## src/hdl/assim_pkg.sv

```systemverilog
`timescale 1ns / 1ps
// ----------------------------------------------------------------------------
// assim_pkg
// shared types and constants of the allele sharing similarity block
// ----------------------------------------------------------------------------
package assim_pkg;

	localparam int ALLELE_W  = 8;
	localparam int CNT_W     = 26;
	localparam int FRAC_W    = 16;
	localparam int SIM_W     = FRAC_W + 1;
	localparam int NUM_W     = CNT_W + FRAC_W + 1;
	localparam int DIV_STEPS = SIM_W;
	localparam int STEP_W    = $clog2(DIV_STEPS);

	localparam logic [SIM_W-1:0] SIM_ONE = SIM_W'(1) << FRAC_W;
	localparam logic [CNT_W-1:0] CNT_MAX = {CNT_W{1'b1}};

	typedef enum logic [3:0] {
		S_IDLE = 4'b0001,
		S_LOAD = 4'b0010,
		S_DIV  = 4'b0100,
		S_FIN  = 4'b1000
	} state_t;

	typedef struct packed {
		logic accum;
		logic finish;
		logic load;
		logic step;
		logic out_load;
	} cmd_t;

	typedef struct packed {
		logic out_free;
	} sts_t;

endpackage

```

## src/hdl/allele_sharing_similarity.sv

```systemverilog
`timescale 1ns / 1ps
// ----------------------------------------------------------------------------
// allele_sharing_similarity
// identity-by-state similarity of one pair of individuals over streamed loci
// ----------------------------------------------------------------------------
// Input beats carry one locus: four allele codes in s_axis_tdata, 0 missing,
// and s_axis_tlast on the final locus of the pair. A non-last beat is taken
// while the sequencer is idle and folded into the saturating compared/shared totals.
// On a last beat the totals are latched and cleared, then a bit-serial
// restoring divider forms shared/compared in Q1.16, one quotient bit a
// cycle. After the last beat the input stalls through the load state, the
// 17 divide steps and the handoff state; the next pair's first beat is
// taken only once the sequencer is idle again. The result is loaded into
// the output register (m_axis) from the handoff state after the last step.
// The result sits in an output register. If the receiver stalls, the
// sequencer holds in its handoff state until the register frees up; the
// input stays stalled meanwhile. no_data travels on m_axis_tuser.
// cfg_we/cfg_wdata write diploid_mode (reset 1); write only while idle.
// Reset clears the totals and the output valid and sets diploid mode.
// ----------------------------------------------------------------------------
module allele_sharing_similarity
	import assim_pkg::*;
#(
	parameter int ALLELE_BITS = 8
) (
	input  logic        clk,
	input  logic        arst_n,
	input  logic        cfg_we,
	input  logic        cfg_wdata,
	input  logic        s_axis_tvalid,
	output logic        s_axis_tready,
	// first_allele_a, second_allele_a, first_allele_b, second_allele_b
	input  logic [31:0] s_axis_tdata,
	input  logic        s_axis_tlast,
	output logic        m_axis_tvalid,
	input  logic        m_axis_tready,
	// compared_count, shared_count, similarity, zero pad
	output logic [71:0] m_axis_tdata,
	// no_data
	output logic [0:0]  m_axis_tuser
);

	cmd_t             cmd;
	sts_t             sts;
	logic [CNT_W-1:0] compared_count;
	logic [CNT_W-1:0] shared_count;
	logic [SIM_W-1:0] similarity;
	logic             no_data;

	assim_ctrl u_ctrl (
		.clk      (clk),
		.arst_n   (arst_n),
		.in_valid (s_axis_tvalid),
		.in_last  (s_axis_tlast),
		.in_ready (s_axis_tready),
		.sts      (sts),
		.cmd      (cmd)
	);

	assim_dp #(
		.ALLELE_BITS (ALLELE_BITS)
	) u_dp (
		.clk             (clk),
		.arst_n          (arst_n),
		.cfg_we          (cfg_we),
		.cfg_wdata       (cfg_wdata),
		.first_allele_a  (s_axis_tdata[7:0]),
		.second_allele_a (s_axis_tdata[15:8]),
		.first_allele_b  (s_axis_tdata[23:16]),
		.second_allele_b (s_axis_tdata[31:24]),
		.cmd             (cmd),
		.sts             (sts),
		.out_valid       (m_axis_tvalid),
		.out_ready       (m_axis_tready),
		.compared_count  (compared_count),
		.shared_count    (shared_count),
		.similarity      (similarity),
		.no_data         (no_data)
	);

	assign m_axis_tdata = {3'b000, similarity, shared_count, compared_count};
	assign m_axis_tuser = no_data;

`ifndef SYNTHESIS
	a_no_data_zero: assert property (@(posedge clk) disable iff (!arst_n)
		m_axis_tvalid && m_axis_tuser[0] |-> similarity == '0 && compared_count == '0)
		else $error("no_data result with nonzero fields");

	a_shared_le_compared: assert property (@(posedge clk) disable iff (!arst_n)
		m_axis_tvalid |-> shared_count <= compared_count)
		else $error("shared count above compared count");

	a_sim_range: assert property (@(posedge clk) disable iff (!arst_n)
		m_axis_tvalid |-> similarity <= SIM_ONE)
		else $error("similarity above one");

	a_last_stalls_input: assert property (@(posedge clk) disable iff (!arst_n)
		s_axis_tvalid && s_axis_tready && s_axis_tlast |=> !s_axis_tready)
		else $error("input taken during division");
`endif

endmodule

```

## src/hdl/assim_ctrl.sv

```systemverilog
`timescale 1ns / 1ps
// ----------------------------------------------------------------------------
// assim_ctrl
// sequencer: accumulate loci, then run the ratio division and hand off result
// ----------------------------------------------------------------------------
module assim_ctrl
	import assim_pkg::*;
(
	input  logic clk,
	input  logic arst_n,
	input  logic in_valid,
	input  logic in_last,
	output logic in_ready,
	input  sts_t sts,
	output cmd_t cmd
);

	state_t            state_q;
	state_t            state_nx;
	logic [STEP_W-1:0] step_q;
	logic              beat;
	logic              div_last;

	assign in_ready = (state_q == S_IDLE);
	assign beat     = in_valid && in_ready;
	assign div_last = (step_q == STEP_W'(DIV_STEPS - 1));

	always_comb begin
		cmd          = '0;
		cmd.accum    = beat;
		cmd.finish   = beat && in_last;
		cmd.load     = (state_q == S_LOAD);
		cmd.step     = (state_q == S_DIV);
		cmd.out_load = (state_q == S_FIN) && sts.out_free;
	end

	always_comb begin
		state_nx = state_q;
		case (state_q)
			S_IDLE: begin
				if (beat && in_last) state_nx = S_LOAD;
			end
			S_LOAD: state_nx = S_DIV;
			S_DIV: begin
				if (div_last) state_nx = S_FIN;
			end
			S_FIN: begin
				if (sts.out_free) state_nx = S_IDLE;
			end
			default: state_nx = S_IDLE;
		endcase
	end

	always_ff @(posedge clk or negedge arst_n) begin
		if (!arst_n) begin
			state_q <= S_IDLE;
			step_q  <= '0;
		end else begin
			state_q <= state_nx;
			if (state_q == S_LOAD) step_q <= '0;
			else if (state_q == S_DIV) step_q <= step_q + STEP_W'(1);
		end
	end

endmodule

```

## src/hdl/assim_dp.sv

```systemverilog
`timescale 1ns / 1ps
// ----------------------------------------------------------------------------
// assim_dp
// allele compare, saturating totals, bit-serial divider and output register
// ----------------------------------------------------------------------------
module assim_dp
	import assim_pkg::*;
#(
	parameter int ALLELE_BITS = 8
) (
	input  logic                clk,
	input  logic                arst_n,
	input  logic                cfg_we,
	input  logic                cfg_wdata,
	input  logic [ALLELE_W-1:0] first_allele_a,
	input  logic [ALLELE_W-1:0] second_allele_a,
	input  logic [ALLELE_W-1:0] first_allele_b,
	input  logic [ALLELE_W-1:0] second_allele_b,
	input  cmd_t                cmd,
	output sts_t                sts,
	output logic                out_valid,
	input  logic                out_ready,
	output logic [CNT_W-1:0]    compared_count,
	output logic [CNT_W-1:0]    shared_count,
	output logic [SIM_W-1:0]    similarity,
	output logic                no_data
);

	localparam int AB = (ALLELE_BITS > ALLELE_W) ? ALLELE_W : ALLELE_BITS;

	logic              diploid_q;
	logic [CNT_W-1:0]  cmp_tot_q;
	logic [CNT_W-1:0]  shr_tot_q;
	logic [CNT_W-1:0]  cmp_q;
	logic [CNT_W-1:0]  shr_q;
	logic [CNT_W-1:0]  rem_q;
	logic [SIM_W-1:0]  nlo_q;
	logic [SIM_W-1:0]  quo_q;
	logic              out_valid_q;
	logic [CNT_W-1:0]  out_cmp_q;
	logic [CNT_W-1:0]  out_shr_q;
	logic [SIM_W-1:0]  out_sim_q;
	logic              out_none_q;

	logic [AB-1:0]     a;
	logic [AB-1:0]     b;
	logic [AB-1:0]     c;
	logic [AB-1:0]     d;
	logic [1:0]        k;
	logic [1:0]        cmp_inc;
	logic [1:0]        shr_inc;
	logic [CNT_W:0]    cmp_sum;
	logic [CNT_W:0]    shr_sum;
	logic [CNT_W-1:0]  cmp_new;
	logic [CNT_W-1:0]  shr_new;
	logic [NUM_W-1:0]  num;
	logic [CNT_W:0]    shifted;
	logic              ge;
	logic [CNT_W:0]    diff;
	logic [SIM_W-1:0]  sim_fin;

	assign a = first_allele_a[AB-1:0];
	assign b = second_allele_a[AB-1:0];
	assign c = first_allele_b[AB-1:0];
	assign d = second_allele_b[AB-1:0];

	// homozygote rule for allele pairs
	always_comb begin
		if (a == b) k = 2'(a == c) + 2'(a == d);
		else if (c == d) k = 2'(c == a) + 2'(c == b);
		else k = 2'(a == c) + 2'(a == d) + 2'(b == c) + 2'(b == d);
	end

	always_comb begin
		cmp_inc = '0;
		shr_inc = '0;
		if (diploid_q) begin
			if (a != '0 && b != '0 && c != '0 && d != '0) begin
				cmp_inc = 2'd2;
				shr_inc = k;
			end
		end else begin
			if (a != '0 && c != '0) begin
				cmp_inc = 2'd1;
				shr_inc = 2'(a == c);
			end
		end
	end

	assign cmp_sum = {1'b0, cmp_tot_q} + (CNT_W + 1)'(cmp_inc);
	assign shr_sum = {1'b0, shr_tot_q} + (CNT_W + 1)'(shr_inc);
	assign cmp_new = cmp_sum[CNT_W] ? CNT_MAX : cmp_sum[CNT_W-1:0];
	assign shr_new = shr_sum[CNT_W] ? CNT_MAX : shr_sum[CNT_W-1:0];

	// numerator: shared scaled by 2^16 plus half the divisor for rounding
	assign num = {1'b0, shr_q, {FRAC_W{1'b0}}} + NUM_W'(cmp_q >> 1);

	assign shifted = {rem_q, nlo_q[SIM_W-1]};
	assign ge      = (shifted >= {1'b0, cmp_q});
	assign diff    = shifted - {1'b0, cmp_q};

	assign sim_fin = (cmp_q == '0) ? '0 : ((quo_q > SIM_ONE) ? SIM_ONE : quo_q);

	assign sts.out_free = !out_valid_q || out_ready;

	always_ff @(posedge clk or negedge arst_n) begin
		if (!arst_n) begin
			diploid_q   <= 1'b1;
			cmp_tot_q   <= '0;
			shr_tot_q   <= '0;
			out_valid_q <= 1'b0;
		end else begin
			if (cfg_we) diploid_q <= cfg_wdata;
			if (cmd.finish) begin
				cmp_tot_q <= '0;
				shr_tot_q <= '0;
			end else if (cmd.accum) begin
				cmp_tot_q <= cmp_new;
				shr_tot_q <= shr_new;
			end
			if (cmd.out_load) out_valid_q <= 1'b1;
			else if (out_ready) out_valid_q <= 1'b0;
		end
	end

	always_ff @(posedge clk) begin
		if (cmd.finish) begin
			cmp_q <= cmp_new;
			shr_q <= (shr_new > cmp_new) ? cmp_new : shr_new;
		end
		if (cmd.load) begin
			rem_q <= num[NUM_W-1:SIM_W];
			nlo_q <= num[SIM_W-1:0];
			quo_q <= '0;
		end else if (cmd.step) begin
			rem_q <= ge ? diff[CNT_W-1:0] : shifted[CNT_W-1:0];
			nlo_q <= {nlo_q[SIM_W-2:0], 1'b0};
			quo_q <= {quo_q[SIM_W-2:0], ge};
		end
		if (cmd.out_load) begin
			out_cmp_q  <= cmp_q;
			out_shr_q  <= shr_q;
			out_sim_q  <= sim_fin;
			out_none_q <= (cmp_q == '0);
		end
	end

	assign out_valid      = out_valid_q;
	assign compared_count = out_cmp_q;
	assign shared_count   = out_shr_q;
	assign similarity     = out_sim_q;
	assign no_data        = out_none_q;

endmodule

```

## config.mk

```make
export PLATFORM = sky130hd
export DESIGN_NAME = allele_sharing_similarity
export DESIGN_NICKNAME = d
export VERILOG_FILES = /design/src/hdl/assim_pkg.sv /design/src/hdl/allele_sharing_similarity.sv /design/src/hdl/assim_ctrl.sv /design/src/hdl/assim_dp.sv
export SDC_FILE = /design/constraint.sdc
export NUM_CORES = 1
export LEC_CHECK = 0
export ABC_AREA = 1
export BUFFER_PORTS_ARGS = -buffer_cell sky130_fd_sc_hd__buf_2
export CAP_MARGIN = 20
export CELL_PAD_IN_SITES_DETAIL_PLACEMENT = 0
export CELL_PAD_IN_SITES_GLOBAL_PLACEMENT = 1
export CORE_MARGIN = 2
export CORE_UTILIZATION = 41
export CTS_CLUSTER_DIAMETER = 30
export DETAILED_ROUTE_END_ITERATION = 16
export PLACE_DENSITY = 0.86
export SYNTH_ARGS = -nofsm -noshare
export SYNTH_HDL_FRONTEND = slang
export SYNTH_SLANG_ARGS = --single-unit
```

## constraint.sdc

```tcl
create_clock -name clk -period 3.73 [get_ports clk]
set_input_delay 0.5595 -clock clk [delete_from_list [all_inputs] [get_ports clk]]
set_output_delay 0.5595 -clock clk [all_outputs]
set_load 0.02 [all_outputs]
```

==> results of run 1 <==
==> how the worst max path moves through the flow <==
stage | to | slack, ns | cells past startpoint
6_report | u_dp.shr_q[1] | -1.21 | 32
5_1_grt | u_dp.shr_q[8] | -1.50 | 31
4_1_cts | u_dp.shr_q[4] | -1.03 | 33
3_5_place_dp | u_dp.shr_q[4] | -1.68 | 32
3_3_place_gp | u_dp.shr_q[12] | -1.56 | 32
2_1_floorplan | u_dp.shr_q[10] | -1.28 | 30
==> metrics by stage <==
step                      TNS, ns  worst slack, ns  cell area [µm²]  util, %
after floorplan            -33.20            -1.28            15700        -
after detailed placement   -54.40            -1.68            18100     48.2
after CTS                  -26.24            -1.03            20300     54.1
after global routing       -43.59            -1.50            20900     55.6
after global placement     -50.09            -1.56            18100     48.2
final                      -31.42            -1.21            20900     55.6
==> what timing repair did <==
action | in CTS | in global routing
hold buffers | 0 | 0
pin swaps | 7 | 35
gates resized for setup | 52 | 124
endpoints found under the setup margin | 26 | 52
setup buffers | 9 | 18
gates cloned | 3 | 1
==> sequential cells by signal (all words and copies together), names as in the netlist <==
name                 cells
u_dp.cmp_q              26
u_dp.cmp_tot_q          26
u_dp.compared_count     26
u_dp.rem_q              26
u_dp.shared_count       26
u_dp.shr_q              26
u_dp.shr_tot_q          26
u_dp.nlo_q              17
u_dp.quo_q              17
u_dp.similarity         17
u_ctrl.step_q            5
u_ctrl.state_q           4
u_dp.diploid_q           1
u_dp.no_data             1
u_dp.out_valid           1
==> synthesized netlist by cell type, types with 17 or more instances <==
cell / n / area, µm²
nor4_1: 18 / 113
nand2_1: 603 / 2260
nand3_1: 127 / 636
nor2_1: 130 / 488
a21oi_1: 40 / 200
buf_2: 18 / 90.1
o21ai_1: 50 / 250
ha_1: 69 / 863
o21ai_0: 57 / 285
inv_1: 310 / 1160
nand4_1: 78 / 488
inv_2: 41 / 154
dfxtp_1: 17 / 340
nor3_1: 29 / 145
edfxtp_1: 165 / 4950
dfrtp_1: 61 / 1530
xnor2_1: 19 / 166
xor2_1: 17 / 149
o22ai_1: 34 / 213
==> cells by family after synthesis <==
| kind of cell | Yosys count | share of synthesized area [%] |
|---|---|---|
| XOR/XNOR | 36 | 2.02 |
| adder cells (fa/ha/maj) | 74 | 6.18 |
| other | 1 | 0.0240 |
| AND/OR/NAND/NOR | 1052 | 30.2 |
| AO/OA/AOI/OAI | 208 | 7.51 |
| flip-flops | 245 | 44.1 |
| buffers and inverters | 398 | 10.0 |
==> area by class of cell <==
| type | instances | area (µm²) | share of cell area, % |
|---|---|---|---|
| inverter | 353 | 1330 | 6.34 |
| sequential | 245 | 6870 | 32.9 |
| multi-input combinational | 1373 | 7730 | 37.0 |
| clock inverter | 44 | 503 | 2.41 |
| clock buffer | 59 | 1400 | 6.70 |
| tap | 511 | 639 | 3.06 |
| timing repair buffer | 325 | 2430 | 11.6 |
==> routing by layer <==
layer	up-vias	track usage [%]
li1	7315	-
met1	7063	32.2
met2	466	43.8
met3	106	3.97
met4	0	9.59
met5	-	0
==> worst reg2reg max path, cell delays in order (launching register included) <==
cell and delay, ns:
dfstp_2 0.53, inv_1 0.07, nor3_2 0.24, buf_4 0.15
nand3_1 0.07, nand2_1 0.08, ha_2 0.18, inv_2 0.04
fa_2 0.40, nor2_4 0.13, nand2_2 0.08, inv_2 0.08
nand2_4 0.05, nor2_4 0.14, nand2_2 0.08, or2_4 0.31
nand3_4 0.12, ha_4 0.13, nand2_2 0.05, nor2_2 0.11
nand4_1 0.14, nor3_2 0.16, nand2_1 0.11, nand3_4 0.13
nand2_8 0.11, buf_12 0.17, nand2_2 0.07, o21ai_1 0.06
==> power by group through the flow <==
stage | combinational, µW | clock [µW] | sequential (µW)
final | 4160 | 4910 | 3700
after global routing | 4590 | 5090 | 3720
after CTS | 3960 | 4970 | 3690
after detailed placement | 3510 | 0 | 3730
after global placement | 3450 | 0 | 3720
after floorplan | 2450 | 0 | 3640
==> impl_metrics.json, run 1 <==
{
  "status": "finished with violations",
  "violations": "negative setup slack",
  "path_delay_family": "simple AND/OR/NAND/NOR gates",
  "htreeDepth": 2,
  "final_layout_size_suffix_gt1_share_pct": 26.4,
  "power.switching_uw": 4590,
  "final_cell_mix": "nand2_1 (556), inv_1 (299), buf_4 (192), edfxtp_1 (165), nor2_1 (124)",
  "crit_path_end_kind": "flop",
  "hp-class": "in2async",
  "dp_hpwl_um": 38500,
  "antennaDiodeCount": 0,
  "cts-root-buf": "clkbuf_16",
  "synth.distinct_cells": 54,
  "fmaxAchievable_ghz": 0.202,
  "met1_length_um": 21200,
  "pwr-share-comb_pct": 32.6,
  "final_net_count": 2466,
  "yosysWarnings": 0,
  "startpoint": "s_axis_tdata[19]",
  "cap_viol_max_count": 0,
  "p_int_uw": 8180,
  "ys_ff_latch": 245,
  "viasPerCell": 5.14,
  "r2r.worst_path.cells": 27,
  "path_clk_slew_ns": 0.05,
  "start_kind": "primary input",
  "wl_met3_um": 2820,
  "final-hold-violation-count": 0,
  "highest_layer": "met4",
  "clk_latency_ns": 0.59,
  "slowest_stage": "fa_1",
  "ant_nets": 0,
  "power.total_uw": 12800,
  "synth_cells": 2014,
  "die_x_um": 199,
  "fin_cells": 2910,
  "final_common_cell": "nand2_1",
  "nFillCells": 3406,
  "cts_sinks": 245,
  "holdWs_ns": 0.0367,
  "initialDrtViolationCount": 1073,
  "skew_ns": 0.0156,
  "required_ns": 4.06,
  "start_util_pct": 41.5,
  "rrSetupSlack_ns": -0.50,
  "route.detailed.drc": 0,
  "syn_area_mm2": 0.0156,
  "slew_headroom_pct": 29.5,
  "reg2reg_to": "u_dp.shr_q[1]",
  "fin_ws_ns": -1.21,
  "ys.flop_type": "edfxtp_1",
  "clock_path_buffers": 3,
  "wl_per_cell_um": 17.4,
  "p_sw_share_pct": 35.9,
  "io_pins": 114,
  "crit_fanout": 7,
  "worst-path-buf-inv": 5,
  "post-route-min-period_ns": 4.94,
  "syn_area_per_cell_um2": 7.74,
  "placed_cells": 2780,
  "power.share.sequential_pct": 29.0,
  "finalCritPeriodShare_pct": 133,
  "grt_pass1_wl_um": 77900,
  "totalWireLength_um": 50700,
  "synth_edf_count": 165,
  "row_count": 71,
  "vias": 15000,
  "tightest_slew_ns": 1.05,
  "irDropWorstVdd_mv": 0.349,
  "r2r-start": "u_dp.diploid_q",
  "cts_tree": "done",
  "slew_viol_final": 0,
  "arrival_ns": 5.27,
  "power_density_mw_per_mm2": 611,
  "power_frac_clock_pct": 38.5,
  "place.gp.congestion": 0.937,
  "grt_overflow": 0,
  "antenna_found_initial": 1,
  "ys_seq_area_share_pct": 44.1,
  "ys_async_sr_fraction_pct": 25.7,
  "rsz0062_at_grt": "true",
  "die_area_mm2": 0.0396,
  "report.final.setup_viol": 31,
  "worst_path_most_repeated_cell": "nand2_2",
  "area_delta_synth_final_pct": 34.0,
  "portBuffers": 110,
  "grt_pass1_vias": 14700,
  "grt_util_all_layers_pct": 25.5,
  "die_height_um": 199,
  "cts_made_buffers": 55,
  "first_pass_iters": 5,
  "critPathKind": "in2reg",
  "slowest_delay_ns": 0.41,
  "power_leakage_uw": 0.00993,
  "wl_met2_um": 24900,
  "grt_max_degree": 71,
  "core_region_area_mm2": 0.0376
}
No activity file was read; power rests on OpenSTA's default activity.
==> inputs of run 2 (changes only) <==
--- a/config.mk
+++ b/config.mk
@@ -8,13 +8,13 @@
 export ABC_AREA = 1
 export BUFFER_PORTS_ARGS = -buffer_cell sky130_fd_sc_hd__buf_2
 export CAP_MARGIN = 20
-export CELL_PAD_IN_SITES_DETAIL_PLACEMENT = 0
-export CELL_PAD_IN_SITES_GLOBAL_PLACEMENT = 1
 export CORE_MARGIN = 2
-export CORE_UTILIZATION = 41
+export CORE_UTILIZATION = 56
+export CTS_BUF_LIST = sky130_fd_sc_hd__clkbuf_8 sky130_fd_sc_hd__clkbuf_16
 export CTS_CLUSTER_DIAMETER = 30
 export DETAILED_ROUTE_END_ITERATION = 16
-export PLACE_DENSITY = 0.86
+export PLACE_DENSITY = 0.87
+export SETUP_SLACK_MARGIN = 0.3
 export SYNTH_ARGS = -nofsm -noshare
 export SYNTH_HDL_FRONTEND = slang
 export SYNTH_SLANG_ARGS = --single-unit
==> impl_metrics.json, run 2 (synthesized netlist as in run 1, its figures left out) <==
{
  "finalCritPeriodShare_pct": 142,
  "holdWs_ns": 0.111,
  "post-route-min-period_ns": 5.28,
  "grt_util_all_layers_pct": 33.9,
  "initialDrtViolationCount": 1781,
  "antennaDiodeCount": 0,
  "die_area_mm2": 0.0292,
  "cts_tree": "done",
  "grt_pass1_vias": 15100,
  "final_cell_mix": "nand2_1 (556), inv_1 (292), buf_4 (188), edfxtp_1 (165), nor2_1 (123)",
  "power_leakage_uw": 0.00983,
  "slew_viol_final": 0,
  "viasPerCell": 5.79,
  "required_ns": 4.04,
  "skew_ns": 0.0377,
  "antenna_found_initial": 1,
  "core_region_area_mm2": 0.0276,
  "start_kind": "primary input",
  "wl_per_cell_um": 19.1,
  "grt_max_degree": 71,
  "slowest_delay_ns": 0.43,
  "p_sw_share_pct": 36.8,
  "power.switching_uw": 4500,
  "totalWireLength_um": 52600,
  "pwr-share-comb_pct": 34.0,
  "vias": 16000,
  "area_delta_synth_final_pct": 31.7,
  "fin_ws_ns": -1.55,
  "start_util_pct": 56.4,
  "first_pass_iters": 6,
  "final_layout_size_suffix_gt1_share_pct": 26.0,
  "row_count": 61,
  "r2r-start": "u_dp.diploid_q",
  "power.total_uw": 12200,
  "htreeDepth": 2,
  "report.final.setup_viol": 52,
  "arrival_ns": 5.59,
  "final_util_pct": 74.3,
  "power_frac_clock_pct": 35.7,
  "gr-usage-met2_pct": 59.6,
  "route.detailed.drc": 0,
  "startpoint": "s_axis_tdata[7]",
  "busiest_layer": "met2",
  "crit_path_end_kind": "flop",
  "ant_nets": 0,
  "hp-class": "in2async",
  "path_clk_slew_ns": 0.05,
  "die_x_um": 171,
  "cts_made_buffers": 48,
  "power.share.sequential_pct": 30.2,
  "status": "finished with violations",
  "use_met3_pct": 4.88,
  "rsz0062_at_grt": "true",
  "final_net_count": 2455,
  "final-hold-violation-count": 0,
  "cts-root-buf": "clkbuf_16",
  "power_density_mw_per_mm2": 596,
  "cap_viol_max_count": 0,
  "grt_pass1_wl_um": 77400,
  "critPathKind": "in2reg",
  "grtUsageMet1_pct": 40.9,
  "io_pins": 114,
  "finalSetupTns_ns": -42.92,
  "violations": "negative setup slack",
  "grt_overflow": 0,
  "p_int_uw": 7740,
  "crit_fanout": 12,
  "irDropWorstVdd_mv": 0.439,
  "tightest_slew_ns": 0.968,
  "clk_latency_ns": 0.57,
  "final_common_cell": "nand2_1",
  "cts_sinks": 245,
  "dp_hpwl_um": 36000,
  "slew_headroom_pct": 35.4,
  "die_height_um": 171,
  "place.gp.congestion": 0.943,
  "clock_path_buffers": 3,
  "slowest_stage": "fa_1",
  "worst_path_most_repeated_cell": "inv_2",
  "portBuffers": 110,
  "fmaxAchievable_ghz": 0.189,
  "nFillCells": 1897
}
run 2: worst max-delay path, delay by kind of cell:
| family | cells | cell delay, ns |
|---|---|---|
| AO/OA/AOI/OAI | 5 | 0.98 |
| XOR/XNOR | 1 | 0.11 |
| adder cells (fa/ha/maj) | 5 | 1.52 |
| buffers and inverters | 7 | 0.65 |
| AND/OR/NAND/NOR | 13 | 1.74 |
run 2: power by group through the flow:
stage	Sequential, µW	Clock, µW	Combinational [µW]
final	3700	4380	4170
after floorplan	3640	0	2450
after global routing	3720	4510	4520
after global placement	3710	0	3350
after CTS	3680	4370	3690
after detailed placement	3730	0	3480
run 2: cell type report:
cell class                 count  area [µm²]  area share, %
tap                          378         473           2.30
clock buffer                  50        1230           5.98
clock inverter                39         449           2.19
multi-input combinational   1373        7730           37.7
inverter                     353        1340           6.50
timing repair buffer         321        2440           11.9
sequential                   245        6870           33.5
run 2: metal layers:
layer,vias to the layer above,wire length (µm)
li1,7271,-
met1,7450,19100
met2,996,25800
met3,261,4300
met4,2,3290
met5,-,41
run 2: final timing paths:
path	end	slack, ns	cells after the start
worst max-delay path	u_dp.shr_q[12]	-1.55	31
worst min-delay path	u_dp.shr_tot_q[18]	0.11	1
worst max register to register	u_dp.shr_q[21]	-0.86	21
worst min register to register	u_dp.compared_count[12]	0.49	0
max in group asynchronous	u_ctrl.state_q[0]	2.80	2
min in group clk	u_dp.diploid_q	0.17	2
run 2: per-stage QoR:
step | std cells | cell area [µm²] | setup WS [ns]
finish | 2759 | 20500 | -1.55
detailed placement | 2635 | 17800 | -1.70
floorplan | 2016 | 15700 | -1.28
global route | 2759 | 20500 | -1.75
global placement | 2635 | 17800 | -1.58
CTS | 2747 | 20000 | -0.977
run 2: timing repair:
action                                  CTS  global route
gates cloned                              1             3
setup buffers                            22             9
endpoints found under the hold margin     0             0
pin swaps                                19            12
endpoints found under the setup margin   45            52
hold buffers                              0             0
gates resized for setup                  96           113
